**src/hdl/ctabe_pkg.sv**
```systemverilog
package ctabe_pkg;

    localparam int MAX_SIDE = 4095;

    localparam int IN_W  = 80;
    localparam int OUT_W = 8;
    localparam int CFG_W = 12;

    localparam logic [0:0] REG_COLUMNS = 1'b0;
    localparam logic [0:0] REG_ROWS    = 1'b1;

    typedef enum logic [1:0] {
        HDR_NONE,
        HDR_HOME,
        HDR_ROW
    } hdr_t;

    // decimal component, digits MSB first, last = index of final digit
    typedef struct packed {
        logic [2:0][3:0] dig;
        logic [1:0]      last;
    } dec3_t;

    typedef struct packed {
        hdr_t            hdr;
        logic [3:0][3:0] row_dig;
        logic [1:0]      row_last;
        logic            color;
        dec3_t [5:0]     col;
        logic [3:0][7:0] utf8;
        logic [1:0]      utf8_last;
        logic            frame_end;
    } desc_t;

endpackage

```
**src/hdl/cell_to_ansi_byte_encoder_top.sv**
```systemverilog
// Screen cells in, terminal bytes out, one byte per cycle on the master side while m_tready holds.
// A cell occupies the output for as many bytes as it causes: one to
// four for a plain character, plus 3 for the home sequence or 6 to 9 for a row
// move, plus 26 to 38 when the color pair changes or a frame begins, plus 4 after the last cell
// of a frame (at most 55). The byte sequencer in the back end sets that figure.
// The front end classifies a cell and takes a new one every cycle while its
// two-entry descriptor queue has room, so it keeps accepting while bytes drain.
// The columns and rows registers are written through the cfg channel, which
// is always ready; write them only while the block is idle.
module cell_to_ansi_byte_encoder_top (
    input  logic                         aclk,
    input  logic                         aresetn,
    input  logic                         s_tvalid,
    output logic                         s_tready,
    // code_point[31:0], fore_rgb[55:32], back_rgb[79:56]
    input  logic [ctabe_pkg::IN_W-1:0]   s_tdata,
    output logic                         m_tvalid,
    input  logic                         m_tready,
    // out_byte[7:0]
    output logic [ctabe_pkg::OUT_W-1:0]  m_tdata,
    output logic                         m_tlast,
    // frame_done[0]
    output logic                         m_tuser,
    input  logic                         cfg_valid,
    output logic                         cfg_ready,
    input  logic [0:0]                   cfg_index,
    input  logic [ctabe_pkg::CFG_W-1:0]  cfg_data
);

    ctabe_pkg::desc_t push_desc, head_desc;
    logic             q_push, q_pop, q_full, q_empty;

    ctabe_front u_front (
        .aclk      (aclk),
        .aresetn   (aresetn),
        .s_tvalid  (s_tvalid),
        .s_tready  (s_tready),
        .s_tdata   (s_tdata),
        .cfg_valid (cfg_valid),
        .cfg_ready (cfg_ready),
        .cfg_index (cfg_index),
        .cfg_data  (cfg_data),
        .q_full    (q_full),
        .q_push    (q_push),
        .q_desc    (push_desc)
    );

    ctabe_queue u_queue (
        .aclk    (aclk),
        .aresetn (aresetn),
        .push    (q_push),
        .din     (push_desc),
        .full    (q_full),
        .pop     (q_pop),
        .dout    (head_desc),
        .empty   (q_empty)
    );

    ctabe_back u_back (
        .aclk     (aclk),
        .aresetn  (aresetn),
        .q_desc   (head_desc),
        .q_empty  (q_empty),
        .q_pop    (q_pop),
        .m_tvalid (m_tvalid),
        .m_tready (m_tready),
        .m_tdata  (m_tdata),
        .m_tlast  (m_tlast),
        .m_tuser  (m_tuser)
    );

endmodule

```
**src/hdl/ctabe_front.sv**
```systemverilog
module ctabe_front (
    input  logic                         aclk,
    input  logic                         aresetn,
    input  logic                         s_tvalid,
    output logic                         s_tready,
    input  logic [ctabe_pkg::IN_W-1:0]   s_tdata,
    input  logic                         cfg_valid,
    output logic                         cfg_ready,
    input  logic [0:0]                   cfg_index,
    input  logic [ctabe_pkg::CFG_W-1:0]  cfg_data,
    input  logic                         q_full,
    output logic                         q_push,
    output ctabe_pkg::desc_t             q_desc
);

    typedef struct packed {
        logic [3:0][7:0] b;
        logic [1:0]      last;
    } utf8_t;

    logic [11:0]     columns_reg, rows_reg;
    logic [11:0]     col_reg, col_next;
    logic [11:0]     row_reg, row_next;
    logic [3:0][3:0] row_bcd_reg, row_bcd_next;
    logic            color_sent_reg, color_sent_next;
    logic [23:0]     sent_fore_reg, sent_back_reg;

    logic [31:0] cp;
    logic [23:0] fg, bg;
    logic [11:0] ncol, nrow;
    logic        col_end, row_end, frame_end, home, sent_valid, need, accept;
    utf8_t       enc;

    function automatic logic [11:0] eff_side(input logic [11:0] v);
        if (v == 12'd0) begin
            return 12'd1;
        end else if (32'(v) > ctabe_pkg::MAX_SIDE) begin
            return 12'(ctabe_pkg::MAX_SIDE);
        end
        return v;
    endfunction

    function automatic ctabe_pkg::dec3_t dec3(input logic [7:0] v);
        logic [1:0]      h;
        logic [6:0]      r;
        logic [14:0]     p;
        logic [3:0]      t, o;
        ctabe_pkg::dec3_t d;
        if (v >= 8'd200) begin
            h = 2'd2;
            r = 7'(v - 8'd200);
        end else if (v >= 8'd100) begin
            h = 2'd1;
            r = 7'(v - 8'd100);
        end else begin
            h = 2'd0;
            r = v[6:0];
        end
        p = 15'(r) * 15'd205;
        t = p[14:11];
        o = 4'(r - 7'(t) * 7'd10);
        if (h != 2'd0) begin
            d.dig  = {o, t, {2'b00, h}};
            d.last = 2'd2;
        end else if (t != 4'd0) begin
            d.dig  = {4'd0, o, t};
            d.last = 2'd1;
        end else begin
            d.dig  = {4'd0, 4'd0, o};
            d.last = 2'd0;
        end
        return d;
    endfunction

    function automatic utf8_t utf8_enc(input logic [31:0] raw);
        logic [20:0] c;
        utf8_t       u;
        if (raw < 32'h20 || raw == 32'h7f || raw > 32'h10ffff ||
            (raw >= 32'hd800 && raw <= 32'hdfff)) begin
            c = 21'hfffd;
        end else begin
            c = raw[20:0];
        end
        u.b = '0;
        if (c <= 21'h7f) begin
            u.b[0] = c[7:0];
            u.last = 2'd0;
        end else if (c <= 21'h7ff) begin
            u.b[0] = {3'b110, c[10:6]};
            u.b[1] = {2'b10, c[5:0]};
            u.last = 2'd1;
        end else if (c <= 21'hffff) begin
            u.b[0] = {4'b1110, c[15:12]};
            u.b[1] = {2'b10, c[11:6]};
            u.b[2] = {2'b10, c[5:0]};
            u.last = 2'd2;
        end else begin
            u.b[0] = {5'b11110, c[20:18]};
            u.b[1] = {2'b10, c[17:12]};
            u.b[2] = {2'b10, c[11:6]};
            u.b[3] = {2'b10, c[5:0]};
            u.last = 2'd3;
        end
        return u;
    endfunction

    function automatic logic [3:0][3:0] bcd_inc(input logic [3:0][3:0] v);
        logic [3:0][3:0] r;
        logic            carry;
        r     = v;
        carry = 1'b1;
        for (int i = 0; i < 4; i++) begin
            if (carry) begin
                if (r[i] == 4'd9) begin
                    r[i] = 4'd0;
                end else begin
                    r[i]  = r[i] + 4'd1;
                    carry = 1'b0;
                end
            end
        end
        return r;
    endfunction

    assign cfg_ready = 1'b1;
    assign s_tready  = !q_full;
    assign accept    = s_tvalid && !q_full;
    assign q_push    = accept;

    assign cp = s_tdata[31:0];
    assign fg = s_tdata[55:32];
    assign bg = s_tdata[79:56];

    always_comb begin
        ncol       = eff_side(columns_reg);
        nrow       = eff_side(rows_reg);
        col_end    = ({1'b0, col_reg} + 13'd1) >= {1'b0, ncol};
        row_end    = ({1'b0, row_reg} + 13'd1) >= {1'b0, nrow};
        frame_end  = col_end && row_end;
        home       = (col_reg == 12'd0) && (row_reg == 12'd0);
        sent_valid = color_sent_reg && !home;
        need       = !sent_valid || fg != sent_fore_reg || bg != sent_back_reg;
        enc        = utf8_enc(cp);

        q_desc = '0;
        if (col_reg != 12'd0) begin
            q_desc.hdr = ctabe_pkg::HDR_NONE;
        end else if (row_reg == 12'd0) begin
            q_desc.hdr = ctabe_pkg::HDR_HOME;
        end else begin
            q_desc.hdr = ctabe_pkg::HDR_ROW;
        end
        if (row_bcd_reg[3] != 4'd0) begin
            q_desc.row_dig  = {row_bcd_reg[0], row_bcd_reg[1], row_bcd_reg[2], row_bcd_reg[3]};
            q_desc.row_last = 2'd3;
        end else if (row_bcd_reg[2] != 4'd0) begin
            q_desc.row_dig  = {4'd0, row_bcd_reg[0], row_bcd_reg[1], row_bcd_reg[2]};
            q_desc.row_last = 2'd2;
        end else if (row_bcd_reg[1] != 4'd0) begin
            q_desc.row_dig  = {8'd0, row_bcd_reg[0], row_bcd_reg[1]};
            q_desc.row_last = 2'd1;
        end else begin
            q_desc.row_dig  = {12'd0, row_bcd_reg[0]};
            q_desc.row_last = 2'd0;
        end
        q_desc.color     = need;
        q_desc.col[0]    = dec3(fg[23:16]);
        q_desc.col[1]    = dec3(fg[15:8]);
        q_desc.col[2]    = dec3(fg[7:0]);
        q_desc.col[3]    = dec3(bg[23:16]);
        q_desc.col[4]    = dec3(bg[15:8]);
        q_desc.col[5]    = dec3(bg[7:0]);
        q_desc.utf8      = enc.b;
        q_desc.utf8_last = enc.last;
        q_desc.frame_end = frame_end;

        col_next        = col_reg;
        row_next        = row_reg;
        row_bcd_next    = row_bcd_reg;
        color_sent_next = color_sent_reg;
        if (accept) begin
            color_sent_next = !frame_end;
            if (col_end) begin
                col_next = 12'd0;
                if (row_end) begin
                    row_next     = 12'd0;
                    row_bcd_next = {4'd0, 4'd0, 4'd0, 4'd1};
                end else begin
                    row_next     = row_reg + 12'd1;
                    row_bcd_next = bcd_inc(row_bcd_reg);
                end
            end else begin
                col_next = col_reg + 12'd1;
            end
        end
    end

    always_ff @(posedge aclk) begin
        if (!aresetn) begin
            columns_reg    <= 12'd80;
            rows_reg       <= 12'd24;
            col_reg        <= '0;
            row_reg        <= '0;
            row_bcd_reg    <= {4'd0, 4'd0, 4'd0, 4'd1};
            color_sent_reg <= 1'b0;
        end else begin
            col_reg        <= col_next;
            row_reg        <= row_next;
            row_bcd_reg    <= row_bcd_next;
            color_sent_reg <= color_sent_next;
            if (cfg_valid) begin
                if (cfg_index == ctabe_pkg::REG_COLUMNS) begin
                    columns_reg <= cfg_data;
                end else begin
                    rows_reg <= cfg_data;
                end
            end
        end
    end

    always_ff @(posedge aclk) begin
        if (accept && need) begin
            sent_fore_reg <= fg;
            sent_back_reg <= bg;
        end
    end

endmodule

```
**src/hdl/ctabe_queue.sv**
```systemverilog
module ctabe_queue (
    input  logic             aclk,
    input  logic             aresetn,
    input  logic             push,
    input  ctabe_pkg::desc_t din,
    output logic             full,
    input  logic             pop,
    output ctabe_pkg::desc_t dout,
    output logic             empty
);

    localparam int DEPTH = 2;

    ctabe_pkg::desc_t mem [DEPTH];
    logic [$clog2(DEPTH)-1:0] wr_ptr_reg, rd_ptr_reg;
    logic [$clog2(DEPTH):0]   count_reg;

    assign full  = count_reg == ($clog2(DEPTH)+1)'(DEPTH);
    assign empty = count_reg == '0;
    assign dout  = mem[rd_ptr_reg];

    always_ff @(posedge aclk) begin
        if (push) begin
            mem[wr_ptr_reg] <= din;
        end
    end

    always_ff @(posedge aclk) begin
        if (!aresetn) begin
            wr_ptr_reg <= '0;
            rd_ptr_reg <= '0;
            count_reg  <= '0;
        end else begin
            if (push) begin
                wr_ptr_reg <= wr_ptr_reg + 1'b1;
            end
            if (pop) begin
                rd_ptr_reg <= rd_ptr_reg + 1'b1;
            end
            if (push && !pop) begin
                count_reg <= count_reg + 1'b1;
            end else if (pop && !push) begin
                count_reg <= count_reg - 1'b1;
            end
        end
    end

endmodule

```
**src/hdl/ctabe_back.sv**
```systemverilog
module ctabe_back (
    input  logic                         aclk,
    input  logic                         aresetn,
    input  ctabe_pkg::desc_t             q_desc,
    input  logic                         q_empty,
    output logic                         q_pop,
    output logic                         m_tvalid,
    input  logic                         m_tready,
    output logic [ctabe_pkg::OUT_W-1:0]  m_tdata,
    output logic                         m_tlast,
    output logic                         m_tuser
);

    typedef enum logic [3:0] {
        P_START,
        P_HOME,
        P_ROWPRE,
        P_ROWDIG,
        P_ROWSUF,
        P_FGPRE,
        P_DIG,
        P_SEP,
        P_BGPRE,
        P_ENDM,
        P_CHAR,
        P_RESET
    } phase_t;

    // ESC [ H ; ESC [ 3 8 ; 2 ; ; m ESC [ 4 8 ; 2 ; ; ; 1 H ; ESC [ 0 m
    localparam logic [2:0][7:0] HOME_STR = {8'h48, 8'h5b, 8'h1b};
    localparam logic [6:0][7:0] FG_STR   = {8'h3b, 8'h32, 8'h3b, 8'h38, 8'h33, 8'h5b, 8'h1b};
    localparam logic [7:0][7:0] BG_STR   = {8'h3b, 8'h32, 8'h3b, 8'h38, 8'h34, 8'h5b, 8'h1b,
                                            8'h6d};
    localparam logic [2:0][7:0] ROW_STR  = {8'h48, 8'h31, 8'h3b};
    localparam logic [3:0][7:0] RST_STR  = {8'h6d, 8'h30, 8'h5b, 8'h1b};
    localparam logic [7:0]      CH_SEMI  = 8'h3b;
    localparam logic [7:0]      CH_M     = 8'h6d;
    localparam logic [7:0]      CH_ZERO  = 8'h30;

    phase_t     phase_reg, phase_next;
    logic [2:0] k_reg, k_next;
    logic [2:0] c_reg, c_next;
    logic       m_tvalid_reg, m_tlast_reg, m_tuser_reg;
    logic [7:0] m_tdata_reg;

    phase_t     cur, after_hdr;
    logic [2:0] kk, cc;
    logic [7:0] byte_val;
    logic       done, advance, work;

    assign advance = !m_tvalid_reg || m_tready;
    assign work    = advance && !q_empty;
    assign q_pop   = work && done;

    assign m_tvalid = m_tvalid_reg;
    assign m_tdata  = m_tdata_reg;
    assign m_tlast  = m_tlast_reg;
    assign m_tuser  = m_tuser_reg;

    always_comb begin
        after_hdr = q_desc.color ? P_FGPRE : P_CHAR;
        if (phase_reg == P_START) begin
            kk = 3'd0;
            cc = 3'd0;
            unique case (q_desc.hdr)
                ctabe_pkg::HDR_HOME: cur = P_HOME;
                ctabe_pkg::HDR_ROW:  cur = P_ROWPRE;
                default:             cur = after_hdr;
            endcase
        end else begin
            kk  = k_reg;
            cc  = c_reg;
            cur = phase_reg;
        end

        byte_val   = '0;
        phase_next = cur;
        c_next     = cc;
        done       = 1'b0;
        unique case (cur)
            P_HOME: begin
                byte_val = HOME_STR[kk[1:0]];
                if (kk == 3'd2) phase_next = after_hdr;
            end
            P_ROWPRE: begin
                byte_val = HOME_STR[kk[1:0]];
                if (kk == 3'd1) phase_next = P_ROWDIG;
            end
            P_ROWDIG: begin
                byte_val = CH_ZERO | {4'd0, q_desc.row_dig[kk[1:0]]};
                if (kk[1:0] == q_desc.row_last) phase_next = P_ROWSUF;
            end
            P_ROWSUF: begin
                byte_val = ROW_STR[kk[1:0]];
                if (kk == 3'd2) phase_next = after_hdr;
            end
            P_FGPRE: begin
                byte_val = FG_STR[kk];
                if (kk == 3'd6) begin
                    phase_next = P_DIG;
                    c_next     = 3'd0;
                end
            end
            P_DIG: begin
                byte_val = CH_ZERO | {4'd0, q_desc.col[cc].dig[kk[1:0]]};
                if (kk[1:0] == q_desc.col[cc].last) begin
                    if (cc == 3'd2) begin
                        phase_next = P_BGPRE;
                    end else if (cc == 3'd5) begin
                        phase_next = P_ENDM;
                    end else begin
                        phase_next = P_SEP;
                    end
                end
            end
            P_SEP: begin
                byte_val   = CH_SEMI;
                phase_next = P_DIG;
                c_next     = cc + 3'd1;
            end
            P_BGPRE: begin
                byte_val = BG_STR[kk];
                if (kk == 3'd7) begin
                    phase_next = P_DIG;
                    c_next     = 3'd3;
                end
            end
            P_ENDM: begin
                byte_val   = CH_M;
                phase_next = P_CHAR;
            end
            P_CHAR: begin
                byte_val = q_desc.utf8[kk[1:0]];
                if (kk[1:0] == q_desc.utf8_last) begin
                    if (q_desc.frame_end) begin
                        phase_next = P_RESET;
                    end else begin
                        done = 1'b1;
                    end
                end
            end
            P_RESET: begin
                byte_val = RST_STR[kk[1:0]];
                if (kk == 3'd3) done = 1'b1;
            end
            default: begin
                byte_val = '0;
            end
        endcase

        if (done) begin
            phase_next = P_START;
        end
        k_next = (done || phase_next != cur) ? 3'd0 : kk + 3'd1;
    end

    always_ff @(posedge aclk) begin
        if (!aresetn) begin
            phase_reg    <= P_START;
            k_reg        <= '0;
            c_reg        <= '0;
            m_tvalid_reg <= 1'b0;
        end else if (advance) begin
            m_tvalid_reg <= !q_empty;
            if (!q_empty) begin
                phase_reg   <= phase_next;
                k_reg       <= k_next;
                c_reg       <= c_next;
                m_tdata_reg <= byte_val;
                m_tlast_reg <= done;
                m_tuser_reg <= done && q_desc.frame_end;
            end
        end
    end

endmodule

```
**config.mk**
```make
export PLATFORM = sky130hd
export DESIGN_NAME = cell_to_ansi_byte_encoder_top
export DESIGN_NICKNAME = d
export VERILOG_FILES = /design/src/hdl/ctabe_pkg.sv /design/src/hdl/cell_to_ansi_byte_encoder_top.sv /design/src/hdl/ctabe_front.sv /design/src/hdl/ctabe_queue.sv /design/src/hdl/ctabe_back.sv
export SDC_FILE = /design/constraint.sdc
export NUM_CORES = 1
export LEC_CHECK = 0
export BUFFER_PORTS_ARGS = -buffer_cell sky130_fd_sc_hd__buf_4
export CORE_MARGIN = 2
export CORE_UTILIZATION = 50
export DETAILED_ROUTE_END_ITERATION = 16
export GPL_TIMING_DRIVEN = 0
export PLACE_DENSITY_LB_ADDON = 0.15
export SLEW_MARGIN = 20
export SYNTH_ARGS = -nofsm -noshare
export SYNTH_HDL_FRONTEND = slang
export SYNTH_HIERARCHICAL = 1
export SYNTH_SLANG_ARGS = --single-unit
```
**constraint.sdc**
```tcl
create_clock -name aclk -period 10.6 [get_ports aclk]
set_clock_uncertainty 0.1 [all_clocks]
set_input_delay 0.53 -clock aclk [delete_from_list [all_inputs] [get_ports aclk]]
set_output_delay 0.53 -clock aclk [all_outputs]
set_load 0.005 [all_outputs]
```
==> flow_metrics.py <==
metrics = {
    "sta": {
        "hold_violation_total_from_the_final_report": 0,
        "rsz0062_at_grt": "false",
        "final_critical_path_setup_slack_ps": 2790,
        "timing.final.crit_share": 0.737,
        "finalWorstPathRequiredPeriod_ps": 7810,
        "normalized_max_slew_margin": 0.259,
        "worst_max_slew_pin_slew_ps": 1110,
        "report.final.setup_viol": 0,
        "slew_viol_final": 0,
        "fmaxAchievable_ghz": 0.128,
    },
    "hold_path": {
        "holdCritStartpoint": "s_tdata[79]",
        "path_class_of_the_lowest_slack_min_delay_path": "input pin to flip-flop",
    },
    "cells_and_area": {
        "num_antenna_cells": 0,
        "largest_register_ff_count": 280,
        "multi_input_comb_area_um2": 15900,
        "area.sequential_um2": 11800,
        "final_core_util": 0.568,
        "relative_area_change_from_synthesis_to_final_layout_pct": 12.5,
        "final_net_count": 3364,
        "drive_above_1_share": 0.148,
        "nFillCells": 4944,
        "mostFrequentLayoutCells": "sky130_fd_sc_hd__edfxtp_1 (338), sky130_fd_sc_hd__ha_1 (293), sky130_fd_sc_hd__nand2_1 (229), sky130_fd_sc_hd__inv_1 (222), sky130_fd_sc_hd__a21oi_1 (160)",
        "layout.cells.most_common": "sky130_fd_sc_hd__edfxtp_1",
    },
    "floorplanning": {
        "floorplan.die.width_um": 245,
        "die_height_um": 245,
        "count_of_pins_on_the_block_boundary": 111,
        "start_util": 0.505,
        "die-area_um2": 60200,
        "core_um2": 57700,
        "core.rowCount": 88,
    },
    "global_route": {
        "initial_antenna_violation_count": 0,
        "grt_start_max_net_pins": 53,
        "global_route_wire_length_before_repair_um": 117000,
        "track_usage": 0.244,
        "gr-total-overflow": 0,
        "grt_pass1_vias": 21400,
    },
    "yosys": {
        "post_synthesis_sequential_area_ratio": 0.404,
        "synth_area_per_cell_um2": 10.6,
        "syn-cell-area_um2": 29100,
        "synth-seq-cells": 419,
        "leading_area_contributor_after_synthesis": "sky130_fd_sc_hd__edfxtp_1",
        "yosysWarningCount": 6,
        "netlist.area_leader.share": 0.348,
        "synthTopCellsByArea": "sky130_fd_sc_hd__edfxtp_1 (35%), sky130_fd_sc_hd__ha_1 (13%), sky130_fd_sc_hd__dfxtp_1 (5.6%)",
        "synth_cell_type_count": 104,
        "ys_dominant_reg_cell": "sky130_fd_sc_hd__edfxtp_1",
        "async_flop_share": 0,
        "synth-edff-count": 338,
        "syn-instance-count": 2755,
    },
    "setup_path": {
        "crit_type": "input pin to flip-flop",
        "crit_start": "s_tdata[66]",
        "crit_path_top_delay_cell": "sky130_fd_sc_hd__fa_1",
        "crit_path_end_kind": "flip-flop",
        "critical_path.most_common_cell": "sky130_fd_sc_hd__ha_1",
        "rr_startpoint": "u_back/phase_reg[0]$_SDFFE_PN0P_",
        "worst_ep_required_time_ps": 10810,
        "critical_path_arrival_ps": 8020,
        "worst_setup_path_start_kind": "input pin",
        "worstPathMaxFanout": 11,
        "crit_path_max_incr_delay_ps": 520,
    },
    "clock_tree": {
        "insertion_delay_of_the_later_clocked_pin_in_the_worst_skew_pair_ps": 590,
        "cts-buffers-inserted": 47,
        "clock_tree.root_cell": "sky130_fd_sc_hd__clkbuf_16",
        "htreeDepth": 2,
        "cts.reportedPaths.clkPinSlew_ps": 60,
        "ctsHoldBuffers": 0,
        "cts_tree": "done",
        "clock_path_buffers": 3,
        "cts_sinks": 419,
        "post_cts.resized_instances": 0,
        "postCtsSetupBuffers": 0,
    },
    "detailed_routing": {
        "detailroute.via_count": 21400,
        "final_antenna_violating_net_count": 0,
        "viasPerCell": 5.75,
        "remaining_drc_errors": 0,
        "drtPass1Iterations": 6,
        "route.detailed.wl_per_inst_um": 19.8,
        "wirelength_um": 73600,
        "initialDrtViolationCount": 1526,
    },
    "power": {
        "reported_leakage_power_nw": 13.4,
        "power.density_cell_area_nw_per_um2": 228,
        "max-vdd-ir-drop_uv": 178,
    },
    "placement": {
        "gp_congestion": 0.915,
        "dp_hpwl_um": 56100,
        "pre_cts_worst_setup_slack_ps": 2250,
        "port_buffer_count": 109,
    },
    "status": {
        "status": "finished, final reports clean",
    },
    "flow_run": {
        "max_cap_viol": 0,
    },
}
-- report_power, final --
| part | internal (mW) | switching, mW | leakage (nW) |
|---|---|---|---|
| Combinational | 1.44 | 2.08 | 8.84 |
| Sequential | 2.22 | 0.0698 | 3.77 |
| Clock | 0.986 | 0.696 | 0.773 |
-- area by class of cell --
cell class	count	area share
plain buffers	130	0.0202
clock buffers	55	0.0387
clock inverters	32	0.00992
inverters	224	0.0256
multi-input cells	1984	0.485
flip-flops and latches	419	0.359
well taps	765	0.0292
repair buffers	119	0.0324
-- kinds of logic after synthesis --
logic type	after synthesis	share of synthesized area
xor gates and xnor gates	158	0.0493
and+or+nand+nor	727	0.122
adders and majority gates	341	0.159
DFF	419	0.404
buffers and inverters	354	0.0516
AOI/OAI and AO/OA	584	0.136
other	2	0.000258
muxes	170	0.0775
-- synthesized netlist by cell type, drive strengths merged (15+ instances only) --
master    n
xor2     69
or2      16
edfxtp  338
clkbuf   90
mux2    144
buf      40
nand2   229
o21a     15
nor3b    17
inv     223
a211oi   25
and3     32
nor2b    29
o211ai   21
dfxtp    81
a21oi   164
fa       48
nor2    152
nand4    18
nor4     27
mux2i    26
xnor2    89
and2     25
nand3    70
ha      293
o21ai   119
a21o     28
nor3     41
nand2b   21
a31oi    26
-- per-layer routing --
metal	vias to the layer above	share of wire	track usage
met5	-	0	0
met3	103	0.042	0.0273
li1	10400	-	-
met4	0	0.029	0.0811
met1	10400	0.44	0.324
met2	536	0.49	0.418
-- path summary, 6_finish.rpt --
check | to | slack [ps] | cells after the start
max | u_queue/mem[1][100]$_DFFE_PP_ | 2790 | 33
min | u_front/sent_back_reg[23]$_DFFE_PP_ | 40 | 1
max reg2reg | u_queue/count_reg[1]$_SDFFE_PN0P_ | 5600 | 14
min reg2reg | u_front/columns_reg[0]$_SDFFE_PN0P_ | 380 | 2
-- stage by stage --
stage | instances | hold WS (ps) | power (mW) | instance area (um^2) | TNS (ps)
final | 3728 | 39.3 | 7.49 | 32800 | 0
after floorplan | 2757 | 336 | 4.88 | 29100 | 0
after global placement | 3631 | 350 | 5.69 | 30900 | -189920
after detailed placement | 3641 | 365 | 5.80 | 31200 | 0
after CTS | 3728 | 3.06 | 7.51 | 32800 | 0
after global routing | 3728 | 18.0 | 8.01 | 32800 | 0
-- critical path, delay by kind of cell --
kind / cells / cell delay, ps
adders and majority gates: 7 / 2480
xor gates and xnor gates: 4 / 800
and+or+nand+nor: 9 / 1610
AOI/OAI and AO/OA: 5 / 1450
muxes: 1 / 160
buffers and inverters: 7 / 1010
Note: power is estimated with default switching activity, not from simulation.
